$ cat config.mk
export PLATFORM = sky130hd
export DESIGN_NAME = json5_string_unescape_utf8
export DESIGN_NICKNAME = d
export VERILOG_FILES = /design/src/sv/j5u_pkg.sv /design/src/sv/j5u_decode.sv /design/src/sv/json5_string_unescape_utf8.sv
export VERILOG_INCLUDE_DIRS = /design/src /design/src/sv
export SDC_FILE = /design/constraint.sdc
export NUM_CORES = 1
export LEC_CHECK = 0
export ABC_CLOCK_PERIOD_IN_PS = 10030
export BUFFER_PORTS_ARGS = -buffer_cell sky130_fd_sc_hd__buf_2
export CAP_MARGIN = 25
export CORE_ASPECT_RATIO = 0.8
export CORE_MARGIN = 5
export CORE_UTILIZATION = 36
export CTS_BUF_LIST = sky130_fd_sc_hd__clkbuf_4
export DETAILED_ROUTE_END_ITERATION = 7
export PLACE_DENSITY = 0.58
export SLEW_MARGIN = 20
export SYNTH_ARGS = -nofsm -noshare
export SYNTH_HDL_FRONTEND = slang
export SYNTH_SLANG_ARGS = --single-unit
$ cat constraint.sdc
create_clock -name i_clk -period 10.03 [get_ports i_clk]
set_input_delay 1.5045 -clock i_clk [delete_from_list [all_inputs] [get_ports i_clk]]
set_output_delay 1.5045 -clock i_clk [all_outputs]
set_load 0.05 [all_outputs]
$ cat src/sv/json5_string_unescape_utf8_assert.svh
// assertion macros for the json5 string unescaper
// expects i_clk and i_rst_n in the scope of the module that uses them
`ifndef JSON5_STRING_UNESCAPE_UTF8_ASSERT_SVH
`define JSON5_STRING_UNESCAPE_UTF8_ASSERT_SVH
`ifndef SYNTH
`define J5U_ASSERT(lbl, expr, msg) \
    lbl: assert property (@(posedge i_clk) disable iff (!i_rst_n) (expr)) else $error(msg);
`define J5U_ASSERT_IMP(lbl, pre, post, msg) \
    lbl: assert property (@(posedge i_clk) disable iff (!i_rst_n) (pre) |-> (post)) \
        else $error(msg);
`define J5U_ASSERT_NXT(lbl, pre, post, msg) \
    lbl: assert property (@(posedge i_clk) disable iff (!i_rst_n) (pre) |=> (post)) \
        else $error(msg);
`else
`define J5U_ASSERT(lbl, expr, msg)
`define J5U_ASSERT_IMP(lbl, pre, post, msg)
`define J5U_ASSERT_NXT(lbl, pre, post, msg)
`endif
`endif

$ cat src/sv/j5u_pkg.sv
// types, constants and helper functions for the json5 string unescaper
// no dependencies
`default_nettype none

package j5u_pkg;

    typedef enum logic [2:0] {
        MODE_IDLE    = 3'd0,
        MODE_TEXT    = 3'd1,
        MODE_ESC     = 3'd2,
        MODE_HEX     = 3'd3,
        MODE_WAIT_BS = 3'd4,
        MODE_WAIT_U  = 3'd5,
        MODE_LO_HEX  = 3'd6
    } t_mode;

    localparam logic [7:0]  CH_BSLASH    = 8'h5C;
    localparam logic [7:0]  CH_U         = 8'h75;
    localparam logic [5:0]  HI_SURR_TAG  = 6'b110110;  // d800..dbff
    localparam logic [5:0]  LO_SURR_TAG  = 6'b110111;  // dc00..dfff
    localparam logic [20:0] SUPP_BASE    = 21'h10000;
    localparam int unsigned MAX_RESULTS  = 4;

    typedef struct packed {
        t_mode       mode;
        logic [7:0]  term;
        logic [20:0] cp;
        logic [15:0] lo;
        logic [1:0]  digits;
    } t_state;

    // one result item, without its last flag
    typedef struct packed {
        logic [7:0] data;
        logic       byte_valid;
        logic       done;
    } t_res;

    typedef struct packed {
        t_res [MAX_RESULTS-1:0] ent;
        logic [2:0]             cnt;
    } t_group;

    typedef struct packed {
        logic [3:0][7:0] bytes;
        logic [2:0]      len;
    } t_utf8;

    function automatic logic [3:0] hex_val(input logic [7:0] b);
        logic [3:0] v;
        v = 4'd0;
        if (b >= 8'h30 && b <= 8'h39) v = 4'(b - 8'h30);
        else if (b >= 8'h61 && b <= 8'h66) v = 4'(b - 8'h57);
        else if (b >= 8'h41 && b <= 8'h46) v = 4'(b - 8'h37);
        return v;
    endfunction

    function automatic logic [7:0] esc_char(input logic [7:0] b);
        logic [7:0] c;
        case (b)
            8'h6E:   c = 8'h0A;  // n
            8'h74:   c = 8'h09;  // t
            8'h72:   c = 8'h0D;  // r
            8'h62:   c = 8'h08;  // b
            8'h66:   c = 8'h0C;  // f
            default: c = b;
        endcase
        return c;
    endfunction

    function automatic t_utf8 utf8_enc(input logic [20:0] c);
        t_utf8 u;
        u.bytes = '0;
        if (c[20:7] == '0) begin
            u.len      = 3'd1;
            u.bytes[0] = {1'b0, c[6:0]};
        end else if (c[20:11] == '0) begin
            u.len      = 3'd2;
            u.bytes[0] = {3'b110, c[10:6]};
            u.bytes[1] = {2'b10, c[5:0]};
        end else if (c[20:16] == '0) begin
            u.len      = 3'd3;
            u.bytes[0] = {4'b1110, c[15:12]};
            u.bytes[1] = {2'b10, c[11:6]};
            u.bytes[2] = {2'b10, c[5:0]};
        end else begin
            u.len      = 3'd4;
            u.bytes[0] = {5'b11110, c[20:18]};
            u.bytes[1] = {2'b10, c[17:12]};
            u.bytes[2] = {2'b10, c[11:6]};
            u.bytes[3] = {2'b10, c[5:0]};
        end
        return u;
    endfunction

endpackage

`default_nettype wire

$ cat src/sv/j5u_decode.sv
// single-pass decode of one input byte: next state and the group of result items
// depends on j5u_pkg
`default_nettype none

module j5u_decode
    import j5u_pkg::*;
(
    input  t_state     i_state,
    input  logic [7:0] i_data,
    input  logic       i_opens,
    input  logic       i_eoi,
    output t_state     o_state,
    output t_group     o_grp
);

    logic        enc_v;
    logic [20:0] enc_cp;
    t_utf8       enc;
    logic        tail_v;
    t_res        tail;
    logic [3:0]  nib;
    logic [15:0] acc_sh;
    logic [15:0] lo_sh;
    logic [20:0] pair_cp;
    logic [2:0]  enc_len;

    assign nib     = hex_val(i_data);
    assign acc_sh  = {i_state.cp[11:0], nib};
    assign lo_sh   = {i_state.lo[11:0], nib};
    // high surrogate sits in cp, so its offset from d800 is its low ten bits
    assign pair_cp = SUPP_BASE + {1'b0, i_state.cp[9:0], lo_sh[9:0]};

    always_comb begin
        o_state = i_state;
        enc_v   = 1'b0;
        enc_cp  = i_state.cp;
        tail_v  = 1'b0;
        tail    = '0;
        if (i_eoi || i_opens) begin
            // close whatever is open
            case (i_state.mode)
                MODE_TEXT, MODE_ESC: begin
                    tail_v = 1'b1;
                    tail.done = 1'b1;
                end
                MODE_HEX, MODE_WAIT_BS, MODE_WAIT_U, MODE_LO_HEX: begin
                    enc_v  = 1'b1;
                    tail_v = 1'b1;
                    tail.done = 1'b1;
                end
                default: ;
            endcase
            o_state.mode = MODE_IDLE;
            if (!i_eoi) begin
                o_state.term   = i_data;
                o_state.cp     = '0;
                o_state.lo     = '0;
                o_state.digits = '0;
                o_state.mode   = MODE_TEXT;
            end
        end else begin
            case (i_state.mode)
                MODE_TEXT, MODE_WAIT_BS: begin
                    if (i_state.mode == MODE_WAIT_BS && i_data == CH_BSLASH) begin
                        o_state.mode = MODE_WAIT_U;
                    end else begin
                        // lone high surrogate goes out ahead of the byte
                        enc_v = (i_state.mode == MODE_WAIT_BS);
                        if (i_data == i_state.term) begin
                            tail_v = 1'b1;
                            tail.done = 1'b1;
                            o_state.mode = MODE_IDLE;
                        end else if (i_data == CH_BSLASH) begin
                            o_state.mode = MODE_ESC;
                        end else begin
                            tail_v = 1'b1;
                            tail.data = i_data;
                            tail.byte_valid = 1'b1;
                            o_state.mode = MODE_TEXT;
                        end
                    end
                end
                MODE_ESC, MODE_WAIT_U: begin
                    if (i_data == CH_U) begin
                        if (i_state.mode == MODE_ESC) begin
                            o_state.mode = MODE_HEX;
                            o_state.cp   = '0;
                        end else begin
                            o_state.mode = MODE_LO_HEX;
                            o_state.lo   = '0;
                        end
                        o_state.digits = '0;
                    end else begin
                        enc_v = (i_state.mode == MODE_WAIT_U);
                        tail_v = 1'b1;
                        tail.data = esc_char(i_data);
                        tail.byte_valid = 1'b1;
                        o_state.mode = MODE_TEXT;
                    end
                end
                MODE_HEX: begin
                    o_state.cp     = {5'd0, acc_sh};
                    o_state.digits = i_state.digits + 2'd1;
                    if (i_state.digits == 2'd3) begin
                        if (acc_sh[15:10] == HI_SURR_TAG) begin
                            o_state.mode = MODE_WAIT_BS;
                        end else begin
                            enc_v  = 1'b1;
                            enc_cp = {5'd0, acc_sh};
                            o_state.mode = MODE_TEXT;
                        end
                    end
                end
                MODE_LO_HEX: begin
                    o_state.lo     = lo_sh;
                    o_state.digits = i_state.digits + 2'd1;
                    if (i_state.digits == 2'd3) begin
                        enc_v = 1'b1;
                        if (lo_sh[15:10] == LO_SURR_TAG) begin
                            enc_cp     = pair_cp;
                            o_state.cp = pair_cp;
                        end
                        o_state.mode = MODE_TEXT;
                    end
                end
                default: begin
                    o_state.mode = MODE_IDLE;
                end
            endcase
        end
    end

    assign enc     = utf8_enc(enc_cp);
    assign enc_len = enc_v ? enc.len : 3'd0;

    // encoded bytes first, then the single trailing item
    always_comb begin
        o_grp.ent = '0;
        for (int k = 0; k < MAX_RESULTS; k++) begin
            if (3'(k) < enc_len) begin
                o_grp.ent[k].data       = enc.bytes[k];
                o_grp.ent[k].byte_valid = 1'b1;
            end else if (3'(k) == enc_len && tail_v) begin
                o_grp.ent[k] = tail;
            end
        end
        o_grp.cnt = enc_len + {2'd0, tail_v};
    end

endmodule

`default_nettype wire

$ cat src/sv/json5_string_unescape_utf8.sv
// top level of the json5 string unescaper: input register, decode, result group serializer
// depends on j5u_pkg, j5u_decode and json5_string_unescape_utf8_assert.svh
//
// channel   dir  tdata                tuser                          tlast
// s (in)    in   [7:0] data_byte      [0] opens                      end_of_input
// m (out)   out  [7:0] out_byte       [0] byte_valid [1] string_done last result of request
//
// a request is registered, decoded in the following cycle and its results (0 to 4) are
// loaded into a group register; one request per cycle while each gives at most one result
// and the output is ready; results leave the group register singly; it is the limit
// while a group drains, requests with no results still pass; the first request with results
// waits in the input register and the input stalls until the group's final item leaves
// i_rst_n is synchronous and active low; it returns the decoder to idle with no string open
`default_nettype none
`include "json5_string_unescape_utf8_assert.svh"

module json5_string_unescape_utf8
    import j5u_pkg::*;
(
    input  logic       i_clk,
    input  logic       i_rst_n,
    input  logic       i_s_tvalid,
    output logic       o_s_tready,
    input  logic [7:0] i_s_tdata,   // [7:0] data_byte
    input  logic [0:0] i_s_tuser,   // [0] opens
    input  logic       i_s_tlast,   // end_of_input
    output logic       o_m_tvalid,
    input  logic       i_m_tready,
    output logic [7:0] o_m_tdata,   // [7:0] out_byte
    output logic [1:0] o_m_tuser,   // [0] byte_valid, [1] string_done
    output logic       o_m_tlast    // last result of the request
);

    // input register
    logic       r_in_valid;
    logic [7:0] r_in_data;
    logic       r_in_opens;
    logic       r_in_eoi;

    // decoder state and result group
    t_state     r_state;
    t_state     n_state;
    t_group     n_grp;
    t_res [MAX_RESULTS-1:0] r_ent;
    logic [2:0] r_left;
    logic [1:0] r_idx;

    logic       w_out_fire;
    logic       w_grp_free;
    logic       w_consume;
    t_res       w_cur;

    j5u_decode u_decode (
        .i_state (r_state),
        .i_data  (r_in_data),
        .i_opens (r_in_opens),
        .i_eoi   (r_in_eoi),
        .o_state (n_state),
        .o_grp   (n_grp)
    );

    assign w_out_fire = o_m_tvalid && i_m_tready;
    // group register can take a new group when empty or when its final item leaves now
    assign w_grp_free = (r_left == 3'd0) || (r_left == 3'd1 && w_out_fire);
    // a request with no results never needs the group register
    assign w_consume  = r_in_valid && (w_grp_free || n_grp.cnt == 3'd0);
    assign o_s_tready = !r_in_valid || w_consume;

    always_ff @(posedge i_clk) begin
        if (!i_rst_n) begin
            r_in_valid <= 1'b0;
        end else if (o_s_tready) begin
            r_in_valid <= i_s_tvalid;
        end
    end

    // payload of the input register
    always_ff @(posedge i_clk) begin
        if (o_s_tready) begin
            r_in_data  <= i_s_tdata;
            r_in_opens <= i_s_tuser[0];
            r_in_eoi   <= i_s_tlast;
        end
    end

    always_ff @(posedge i_clk) begin
        if (!i_rst_n) begin
            r_state <= '{mode: MODE_IDLE, term: '0, cp: '0, lo: '0, digits: '0};
        end else if (w_consume) begin
            r_state <= n_state;
        end
    end

    always_ff @(posedge i_clk) begin
        if (!i_rst_n) begin
            r_left <= 3'd0;
            r_idx  <= 2'd0;
        end else if (w_consume && n_grp.cnt != 3'd0) begin
            r_left <= n_grp.cnt;
            r_idx  <= 2'd0;
        end else if (w_out_fire) begin
            r_left <= r_left - 3'd1;
            r_idx  <= r_idx + 2'd1;
        end
    end

    always_ff @(posedge i_clk) begin
        if (w_consume && n_grp.cnt != 3'd0) begin
            r_ent <= n_grp.ent;
        end
    end

    assign w_cur      = r_ent[r_idx];
    assign o_m_tvalid = (r_left != 3'd0);
    assign o_m_tdata  = w_cur.data;
    assign o_m_tuser  = {w_cur.done, w_cur.byte_valid};
    assign o_m_tlast  = (r_left == 3'd1);

    // a group never holds more than four results
    `J5U_ASSERT(a_left_max, r_left <= 3'd4, "result group count above four")
    // the end marker of a string carries no byte
    `J5U_ASSERT_IMP(a_done_no_byte, o_m_tvalid && o_m_tuser[1], !o_m_tuser[0], "marker with byte")
    // a held input request stays in the register
    `J5U_ASSERT_NXT(a_in_hold, r_in_valid && !w_consume, r_in_valid, "held request lost")
    // the index walks the group from the start: remaining plus taken is at most four
    `J5U_ASSERT(a_idx_range, ({1'b0, r_idx} + r_left) <= 3'd4, "group index past group end")

endmodule

`default_nettype wire

==> flow_metrics.py, run 1 <==
metrics = {
    "cells_and_area": {
        "layout_common_cells": "nand2_1 (108), a21oi_1 (64), nor2_1 (54)",
        "layout.nets": 775,
        "nFillCells": 1847,
        "layout_commonest_cell": "nand2_1",
        "synthToLayoutAreaGrowth_pct": 5.74,
        "drive_gt1_frac": 0.105,
        "finalNonFillerCells": 984,
    },
    "power": {
        "combPwrFrac": 0.173,
        "seqPwrFrac": 0.567,
        "ir_worst_vdd_mv": 0.0979,
        "swShare": 0.332,
        "intPower_w": 0.000552,
        "switching_power_w": 0.000274,
        "pwr-share-clk": 0.260,
        "power.density_nw_per_um2": 117,
        "leakagePower_nw": 2.26,
    },
    "logic_synthesis": {
        "synthesis.nets": 789,
        "async_flop_share": 0,
        "ys_seq_area_frac": 0.382,
        "syn_inst": 762,
        "synth_edf_count": 50,
        "synthFlopType": "dfxtp_1",
        "synth_top_cell_by_area": "edfxtp_1",
        "yosys-top-cells-area": "edfxtp_1 (23%), dfxtp_1 (16%), nand2_1 (6.1%)",
        "yosys_warnings": 0,
        "syn_area_per_cell_um2": 8.73,
        "yosysTopAreaCellShare": 0.226,
        "yosysUniqueCellTypes": 84,
        "ys_seq_elements": 102,
        "syn-cell-area_um2": 6650,
    },
    "timing": {
        "drv_slew": 0,
        "max_slew_margin": 0.312,
        "timing.fmax_ghz": 0.126,
        "period_share": 0.789,
        "fin_skew_ns": 0.0249,
        "min_period_ns": 7.91,
        "tightest_slew_ns": 1.02,
        "setup_viol": 0,
        "timing.setup.tns_ns": 0,
        "finalHoldViolCount": 0,
        "finalHoldWorstSlack_ns": 0.484,
        "grt_setup_unrepaired": "false",
    },
    "critical_path": {
        "cp.required_ns": 8.53,
        "worstSetupStartpoint": "r_state[0]",
        "cp-end-kind": "output pin",
        "worst_ep_arrival_time_ns": 6.41,
        "crit_path_start_kind": "flip-flop",
        "r2r-start": "r_state[0]",
        "cp_max_fo": 19,
        "critical_path_class": "reg2out",
    },
    "cts": {
        "cts_resized": 0,
        "clkSlewWorstSetupHoldPaths_ns": 0.18,
        "hold_buffers": 0,
        "clkSinkCount": 102,
        "cts_buffers": 9,
        "clk_path_buf_depth": 2,
        "cts_tree": "done",
        "htreeDepth": 3,
        "clock_latency_ns": 0.51,
        "root_buffer": "clkbuf_4",
        "cts_setup_buffers": 0,
    },
    "flow_run": {
        "max_cap_viol_count": 0,
    },
    "drt": {
        "drc": 0,
        "drtAntennaViolNets": 0,
        "wl_per_cell_um": 19.6,
        "totalWireLength_mm": 19.3,
        "vias_per_cell": 5.94,
        "drt_iter0_drc": 650,
        "firstDrtPassIters": 6,
        "vias": 5841,
    },
    "grt": {
        "grt_pass1_wl_mm": 30.6,
        "antenna_found_initial": 1,
        "grt_pass1_vias": 5275,
        "grt_start_max_net_pins": 80,
        "grt_usage": 0.180,
        "grt-ovfl-total": 0,
    },
    "status": {
        "status": "complete, no violations",
    },
    "place": {
        "hpwl_mm": 13.9,
        "place_congestion": 0.959,
        "place_inst": 967,
        "port_buffers": 26,
    },
    "worst_hold_path": {
        "hp-start": "r_state[39]",
        "min_path_type": "reg2reg",
    },
    "floorplanning": {
        "core_area_um2": 18200,
        "rows": 44,
        "dieHeight_um": 132,
        "dieWidth_um": 162,
        "ios": 27,
        "initial_core_util": 0.366,
        "dieArea_um2": 21300,
    },
}
==> cells in the mapped netlist (all sizes together) (9+ instances only) <==
| cell | count |
|---|---|
| edfxtp | 50 |
| o21ai | 46 |
| mux4 | 10 |
| ha | 13 |
| nand2 | 109 |
| xnor2 | 10 |
| o22ai | 9 |
| a211oi | 11 |
| nor3 | 20 |
| o31ai | 18 |
| a21oi | 66 |
| dfxtp | 52 |
| inv | 12 |
| nor2 | 57 |
| mux2i | 32 |
| buf | 20 |
| clkbuf | 36 |
| nand3 | 46 |
==> flip-flops by register name, indices dropped and copies added (netlist names) <==
name	cells
r_left	3
r_idx	2
r_state	46
r_in_opens	1
r_in_eoi	1
r_in_data	8
r_ent	40
r_in_valid	1
==> path summary, 6_finish.rpt <==
check | slack [ns] | to | cells past startpoint
min | 0.48 | r_state[39] | 2
max reg2reg | 3.78 | r_state[45] | 16
min reg2reg | 0.48 | r_state[39] | 2
max | 2.12 | o_s_tready | 14
==> metrics by stage <==
stage | total power, W | util | setup WS [ns] | area (um2)
after floorplan | 0.000585 | - | 4.29 | 6650
after global placement | 0.000620 | 0.379 | 2.92 | 6880
after global routing | 0.000869 | 0.387 | 1.65 | 7030
after CTS | 0.000836 | 0.387 | 2.16 | 7030
final | 0.000826 | 0.387 | 2.12 | 7030
after detailed placement | 0.000620 | 0.380 | 2.74 | 6900
==> cell families after synthesis <==
group / Yosys count / synth area share
AO/OA/AOI/OAI: 219 / 0.219
adder cells (fa/ha/maj): 13 / 0.0245
flip-flops: 102 / 0.382
AND/OR/NAND/NOR: 302 / 0.227
buffers and inverters: 68 / 0.0434
multiplexers: 44 / 0.0854
XOR/XNOR: 14 / 0.0184
==> power by group through the flow <==
stage | clock [W] | combinational, W | sequential, W
detailed placement | 0 | 0.000143 | 0.000478
CTS | 0.000224 | 0.000143 | 0.000469
global placement | 0 | 0.000142 | 0.000478
finish | 0.000215 | 0.000143 | 0.000468
global route | 0.000240 | 0.000155 | 0.000473
floorplan | 0 | 0.000124 | 0.000461
==> area by class of cell <==
cell class                      instances  area, um2  share of cell area
Clock buffer                            9       67.6             0.00961
Inverter                               12       45.0             0.00640
Multi-Input combinational cell        592       3840               0.546
Sequential cell                       102       2540               0.361
Clock inverter                          7       66.3             0.00943
Tap cell                              230        288              0.0409
Antenna cell                            1       2.50            0.000356
Timing Repair Buffer                   31        180              0.0256
==> per-layer routing <==
layer  share of wire  routed length, um  vias up  GRT usage
met5               0                  0        -          0
met4           0.014                276        0     0.0399
met3           0.078               1500       23     0.0369
met2            0.41               7890      227      0.245
met1            0.50               9620     2762      0.287
li1                -                  -     2829          -
==> critical path, cell delays in order, from the launching register on <==
cell and delay, ns:
dfxtp_1 0.38, ha_1 0.42, nand4_1 0.33, nor2_2 0.67, a211oi_1 0.23, nor3_1 0.51, and2_1 0.69, nand4_2 0.23
nand2_1 0.29, nor2_1 0.07, ha_1 0.36, or3_1 0.38, mux2i_1 0.41, or3b_1 0.56, buf_2 0.37
(Power assumes the default switching activity.)
==> inputs of run 2 (changes only) <==
- ABC_AREA: not set -> 1
- ABC_CLOCK_PERIOD_IN_PS: 10030 -> 7200
- PLACE_DENSITY: 0.58 -> 0.6
- clock period: 10.03 -> 7.2 ns (I/O delays scaled with it)
==> run 2 against run 1 <==
Effect of this change:
- clock skew shrank 0.0080 ns
- clock power grew 40%
- register-to-register slack lost 1.9 ns
- worst hold slack lost 0.0052 ns
- cell count grew 32%
- synthesized cell count grew 36%
- critical endpoint unchanged
==> flow_metrics.py, run 2 <==
metrics = {
    "timing": {
        "tightest_slew_ns": 0.992,
        "fin_skew_ns": 0.0169,
        "period_share": 0.849,
        "min_period_ns": 6.11,
        "grt_setup_unrepaired": "false",
        "finalHoldWorstSlack_ns": 0.479,
        "finalHoldViolCount": 0,
        "max_slew_margin": 0.338,
        "timing.fmax_ghz": 0.164,
        "drv_slew": 0,
        "setup_viol": 0,
        "timing.setup.tns_ns": 0,
    },
    "cts": {
        "root_buffer": "clkbuf_4",
        "htreeDepth": 3,
        "clock_latency_ns": 0.50,
        "clkSlewWorstSetupHoldPaths_ns": 0.17,
        "cts_buffers": 9,
        "hold_buffers": 0,
        "clkSinkCount": 102,
        "cts_resized": 0,
        "clk_path_buf_depth": 2,
        "cts_tree": "done",
        "cts_setup_buffers": 0,
    },
    "place": {
        "placed_area_um2": 7130,
        "place_congestion": 0.969,
        "hpwl_mm": 14.8,
        "port_buffers": 26,
        "place_inst": 1284,
    },
    "power": {
        "seqPwrFrac": 0.380,
        "switching_power_w": 0.00104,
        "combPwrFrac": 0.476,
        "intPower_w": 0.00104,
        "leakagePower_nw": 3.30,
        "power.density_nw_per_um2": 287,
        "ir_worst_vdd_mv": 0.132,
        "swShare": 0.500,
        "pwr-share-clk": 0.144,
    },
    "logic_synthesis": {
        "syn_area_per_cell_um2": 6.61,
        "yosysMostFrequentCell": "nand2_1",
        "synth_edf_count": 50,
        "yosys-top-cells-area": "edfxtp_1 (22%), nand2_1 (16%), dfxtp_1 (15%)",
        "yosysUniqueCellTypes": 39,
        "ys_seq_area_frac": 0.372,
        "synth_top_cell_by_area": "edfxtp_1",
        "synthFlopType": "dfxtp_1",
        "ys_top_cells_by_count": "nand2_1 (283), nor2_1 (136), inv_1 (134)",
        "synthesis.nets": 1062,
        "syn-cell-area_um2": 6840,
        "yosysTopAreaCellShare": 0.220,
        "async_flop_share": 0,
        "syn_inst": 1035,
        "ys_seq_elements": 102,
        "yosys_warnings": 0,
    },
    "critical_path": {
        "worstSetupStartpoint": "r_in_eoi",
        "critical_path_buf_inv_count": 4,
        "cp-end-kind": "output pin",
        "crit_path_start_kind": "flip-flop",
        "critical_path_class": "reg2out",
        "crit_chain": "inv_1 -> nand2_2 -> nor2_8 -> nand2_2 -> nand2_1 -> nand2_1 -> nor2_2 -> nand3_4 -> inv_1 -> nand2_1 -> a21oi_1 -> ha_1 -> ha_1 -> nor2_1 -> nand3_2 -> nand2_2 -> inv_2 -> nand2_1 -> buf_2",
        "slowest_stage": "edfxtp_1",
        "cp.required_ns": 6.12,
        "r2r-start": "r_in_eoi",
        "slowest_delay_ns": 0.44,
        "worst_ep_arrival_time_ns": 5.03,
        "rr_endpoint": "r_ent[12]",
        "path_common_cell": "nand2_1",
        "r2r_cells": 20,
        "path_delay_family": "simple AND/OR/NAND/NOR gates",
        "crit_end": "o_s_tready",
        "cp_max_fo": 26,
        "reg2reg_setup_slack_ns": 1.92,
        "path_depth": 19,
    },
    "drt": {
        "dr_wl_met3_mm": 1.61,
        "totalWireLength_mm": 19.8,
        "wl_met1_mm": 9.67,
        "drc": 0,
        "vias": 6631,
        "wl_per_cell_um": 15.2,
        "met2_length_mm": 8.23,
        "top_layer_used": "met4",
        "vias_per_cell": 5.10,
        "drtAntennaViolNets": 0,
        "drt_iter0_drc": 686,
        "firstDrtPassIters": 5,
    },
    "status": {
        "status": "complete, no violations",
    },
    "cells_and_area": {
        "synthToLayoutAreaGrowth_pct": 6.22,
        "largest-register": "r_state",
        "drive_gt1_frac": 0.0893,
        "final_cell_area_um2": 7260,
        "layout.nets": 1064,
        "final_util": 0.386,
        "layout_commonest_cell": "nand2_1",
        "largestRegisters": "r_state (46), r_ent (40), r_in_data (8)",
        "largest_reg_flops": 46,
        "layout_common_cells": "nand2_1 (283), nor2_1 (136), inv_1 (134)",
        "finalNonFillerCells": 1301,
    },
    "flow_run": {
        "max_cap_viol_count": 0,
    },
    "floorplanning": {
        "core_area_um2": 18800,
        "dieWidth_um": 164,
        "dieHeight_um": 133,
        "initial_core_util": 0.364,
        "dieArea_um2": 21900,
        "rows": 45,
        "ios": 27,
    },
    "grt": {
        "grt-ovfl-total": 0,
        "grt_pass1_wl_mm": 32.3,
        "grt_pass1_vias": 6014,
        "grt_usage": 0.184,
        "grt_start_max_net_pins": 39,
        "antenna_found_initial": 1,
    },
    "worst_hold_path": {
        "min_path_type": "reg2reg",
    },
}
[run 2: final cells by class]
type / instances / area (um2)
timing repair buffer: 30 / 160
tap: 258 / 323
sequential: 102 / 2540
clock inverter: 7 / 65.1
clock buffer: 9 / 67.6
fill: 2104 / 11500
inverter: 145 / 544
antenna: 1 / 2.50
multi-input combinational: 749 / 3560
[run 2: worst min-delay path by stage]
stage                      startpoint     endpoint  slack, ns  cells after the start
after floorplan           r_state[10]  r_state[10]       0.44                      2
after global placement    r_state[13]  r_state[13]       0.46                      2
after detailed placement  r_state[13]  r_state[13]       0.46                      2
after CTS                 r_state[13]  r_state[13]       0.48                      2
after global routing      r_state[12]  r_state[12]       0.50                      2
final                     r_state[13]  r_state[13]       0.48                      2
[run 2: kinds of logic after synthesis]
| logic type | Yosys count | synth area share |
|---|---|---|
| adder cells (fa/ha/maj) | 13 | 0.0238 |
| flip-flops | 102 | 0.372 |
| XOR/XNOR | 3 | 0.00384 |
| AND/OR/NAND/NOR | 550 | 0.347 |
| AO/OA/AOI/OAI | 183 | 0.145 |
| buffers and inverters | 184 | 0.108 |
[run 2: tightest hold or removal path: stages, from the launching register on]
cell and delay [ns]:
dfxtp_1 0.35, nand2_1 0.06, a21oi_1 0.05
[run 2: metal layers]
layer,global-route usage,up-vias
met5,0,-
li1,-,3357
met1,0.285,3016
met4,0.0359,0
met3,0.0411,20
met2,0.263,238
[run 2: power groups by stage]
stage	clock (W)	sequential, W	combinational [W]
final	0.000300	0.000793	0.000994
after global routing	0.000333	0.000807	0.00111
after CTS	0.000312	0.000793	0.000991
after detailed placement	0	0.000806	0.000987
after global placement	0	0.000806	0.000989
after floorplan	0	0.000767	0.000780
[run 2: through the flow]
stage	power, W	setup slack (ns)
floorplan	0.00155	2.60
global placement	0.00179	1.82
detailed placement	0.00179	1.65
CTS	0.00210	1.07
global route	0.00225	0.500
finish	0.00209	1.09
==> inputs of run 3 (changes only) <==
- ABC_AREA: 1 -> 0
- ABC_CLOCK_PERIOD_IN_PS: 7200 -> 5600
- clock period: 7.2 -> 5.6 ns (I/O delays scaled with it)
==> run 3 against run 2 <==
Effect of this change:
- largest power group is now registers
- global-route usage fell by 0.41 points
- register-to-register slack got worse by 1.2 ns
- setup slack got worse by 0.90 ns
- critical path type unchanged
- sequential cell count did not move
- critical path depth fell by 5
- non-clock buffer count rose by 27
==> flow_metrics.py, run 3 (synthesis results as in run 1) <==
metrics = {
    "drt": {
        "drt_iter0_drc": 713,
        "vias": 6016,
        "wl_per_cell_um": 19.3,
        "firstDrtPassIters": 5,
        "drtAntennaViolNets": 0,
        "totalWireLength_mm": 19.5,
        "vias_per_cell": 5.95,
        "drc": 0,
    },
    "floorplanning": {
        "dieHeight_um": 132,
        "rows": 44,
        "dieWidth_um": 162,
        "dieArea_um2": 21300,
        "core_area_um2": 18200,
        "ios": 27,
        "initial_core_util": 0.366,
    },
    "timing": {
        "timing.fmax_ghz": 0.185,
        "timing.setup.tns_ns": 0,
        "period_share": 0.967,
        "max_slew_margin": 0.283,
        "worst_slack_ns": 0.183,
        "tightest_slew_ns": 1.06,
        "fin_skew_ns": 0.0262,
        "finalHoldViolCount": 0,
        "setup_viol": 0,
        "grt_setup_unrepaired": "false",
        "drv_slew": 0,
        "min_period_ns": 5.42,
    },
    "critical_path": {
        "crit_path_start_kind": "flip-flop",
        "critical_path_class": "reg2out",
        "path_delay_family": "simple AND/OR/NAND/NOR gates",
        "crit_chain": "or3b_4 -> a21oi_2 -> o21ai_0 -> a221oi_1 -> and4b_2 -> nand2_1 -> nor2_1 -> nor3_1 -> ha_1 -> ha_1 -> or3_1 -> mux2i_1 -> or3b_1 -> clkbuf_4",
        "critical_path_buf_inv_count": 1,
        "cp_max_fo": 10,
        "cp.required_ns": 4.76,
        "worst_ep_arrival_time_ns": 4.58,
        "path_common_cell": "ha_1",
        "slowest_stage": "edfxtp_1",
        "cp-end-kind": "output pin",
        "slowest_delay_ns": 0.52,
    },
    "cells_and_area": {
        "largestRegisters": "r_state (46), r_ent (40), r_in_data (8)",
        "layout_commonest_cell": "nand2_1",
        "synthToLayoutAreaGrowth_pct": 9.82,
        "largest-register": "r_state",
        "multiInputGateArea_um2": 3890,
        "drive_gt1_frac": 0.150,
        "seqCellArea_um2": 2540,
        "nFillCells": 1852,
        "layout_common_cells": "nand2_1 (106), a21oi_1 (63), nor2_1 (53)",
        "layout.nets": 801,
        "largest_reg_flops": 46,
    },
    "power": {
        "power.density_nw_per_um2": 210,
        "ir_worst_vdd_mv": 0.185,
        "leakagePower_nw": 2.42,
    },
    "status": {
        "status": "complete, no violations",
    },
    "grt": {
        "grt_usage": 0.180,
        "grt_start_max_net_pins": 79,
        "grt_pass1_vias": 5324,
        "grt-ovfl-total": 0,
        "grt_pass1_wl_mm": 30.9,
        "antenna_found_initial": 1,
    },
    "cts": {
        "clkSlewWorstSetupHoldPaths_ns": 0.17,
        "cts_tree": "done",
        "root_buffer": "clkbuf_4",
        "cts_buffers": 9,
        "clk_path_buf_depth": 2,
        "htreeDepth": 3,
        "clkSinkCount": 102,
        "clock_latency_ns": 0.50,
    },
    "place": {
        "post-place-ws_ns": 0.413,
        "place_congestion": 0.928,
        "port_buffers": 26,
        "hpwl_mm": 14.4,
    },
    "worst_hold_path": {
        "min_path_type": "reg2reg",
    },
    "flow_run": {
        "max_cap_viol_count": 0,
    },
}
## run 3: cell count changes in the layout (fill, tap and decap cells not counted), sizes merged, moves of 18 or more
cell   before  now
inv       146   15
nor2      144   57
o21ai     111   46
nand3      74   46
nand2     298  109
a21oi      34   66
buf        30   56
mux2i       0   32
o31ai       0   18
## run 3: cell type report
| type | count | share of cell area |
|---|---|---|
| Tap cell | 230 | 0.0394 |
| Antenna cell | 2 | 0.000685 |
| Inverter | 12 | 0.00617 |
| Multi-Input combinational cell | 592 | 0.533 |
| Clock buffer | 9 | 0.00925 |
| Clock inverter | 7 | 0.0132 |
| Sequential cell | 102 | 0.348 |
| Timing Repair Buffer | 57 | 0.0500 |
## run 3: metal layers
layer / global-route usage / vias up / wire [um]
met5: 0 / - / 0
met4: 0.0456 / 0 / 348
met3: 0.0316 / 28 / 1560
met2: 0.237 / 261 / 7810
met1: 0.297 / 2844 / 9790
li1: - / 2883 / -
## run 3: where the power goes
group          switching [W]  internal [W]
Combinational       0.000172     0.0000908
Clock               0.000285      0.000150
Sequential         0.0000378      0.000797
## run 3: timing repair
action                                  4_1_cts  5_1_grt
buffers inserted                              2        1
gates resized for setup                       2       14
endpoints found under the setup margin        1        1
pin swaps                                     2        1
hold buffers                                  0        0
## run 3: worst paths after layout
kind / start / endpoint / slack [ns] / cells past startpoint
setup / recovery: r_in_eoi / o_s_tready / 0.18 / 14
hold / removal: r_state[44] / r_state[44] / 0.48 / 2
hold reg to reg: r_state[44] / r_state[44] / 0.48 / 2
setup reg to reg: r_in_eoi / r_state[39] / 0.72 / 16
## run 3: worst reg2reg max path: stages, from the launching register on
cell and delay (ns):
edfxtp_1 0.52, or3b_4 0.48, a21oi_2 0.19, o21ai_0 0.14, a221oi_1 0.45, and4b_2 0.43, nand2_1 0.18, nor2_1 0.14
nor3_1 0.06, ha_1 0.20, ha_1 0.32, nor2_2 0.20, nand3_1 0.10, a211oi_1 0.46, nor3_1 0.20, nor2_2 0.53
mux2i_1 0.24
## run 3: metrics by stage
| step | cells | utilization | power [W] | hold WS [ns] | area (um2) |
|---|---|---|---|---|---|
| floorplan | 762 | - | 0.00105 | 0.438 | 6650 |
| global placement | 990 | 0.388 | 0.00111 | 0.456 | 7060 |
| detailed placement | 990 | 0.388 | 0.00111 | 0.460 | 7060 |
| CTS | 1008 | 0.399 | 0.00154 | 0.483 | 7240 |
| global route | 1011 | 0.402 | 0.00161 | 0.479 | 7310 |
| finish | 1011 | 0.402 | 0.00153 | 0.482 | 7310 |
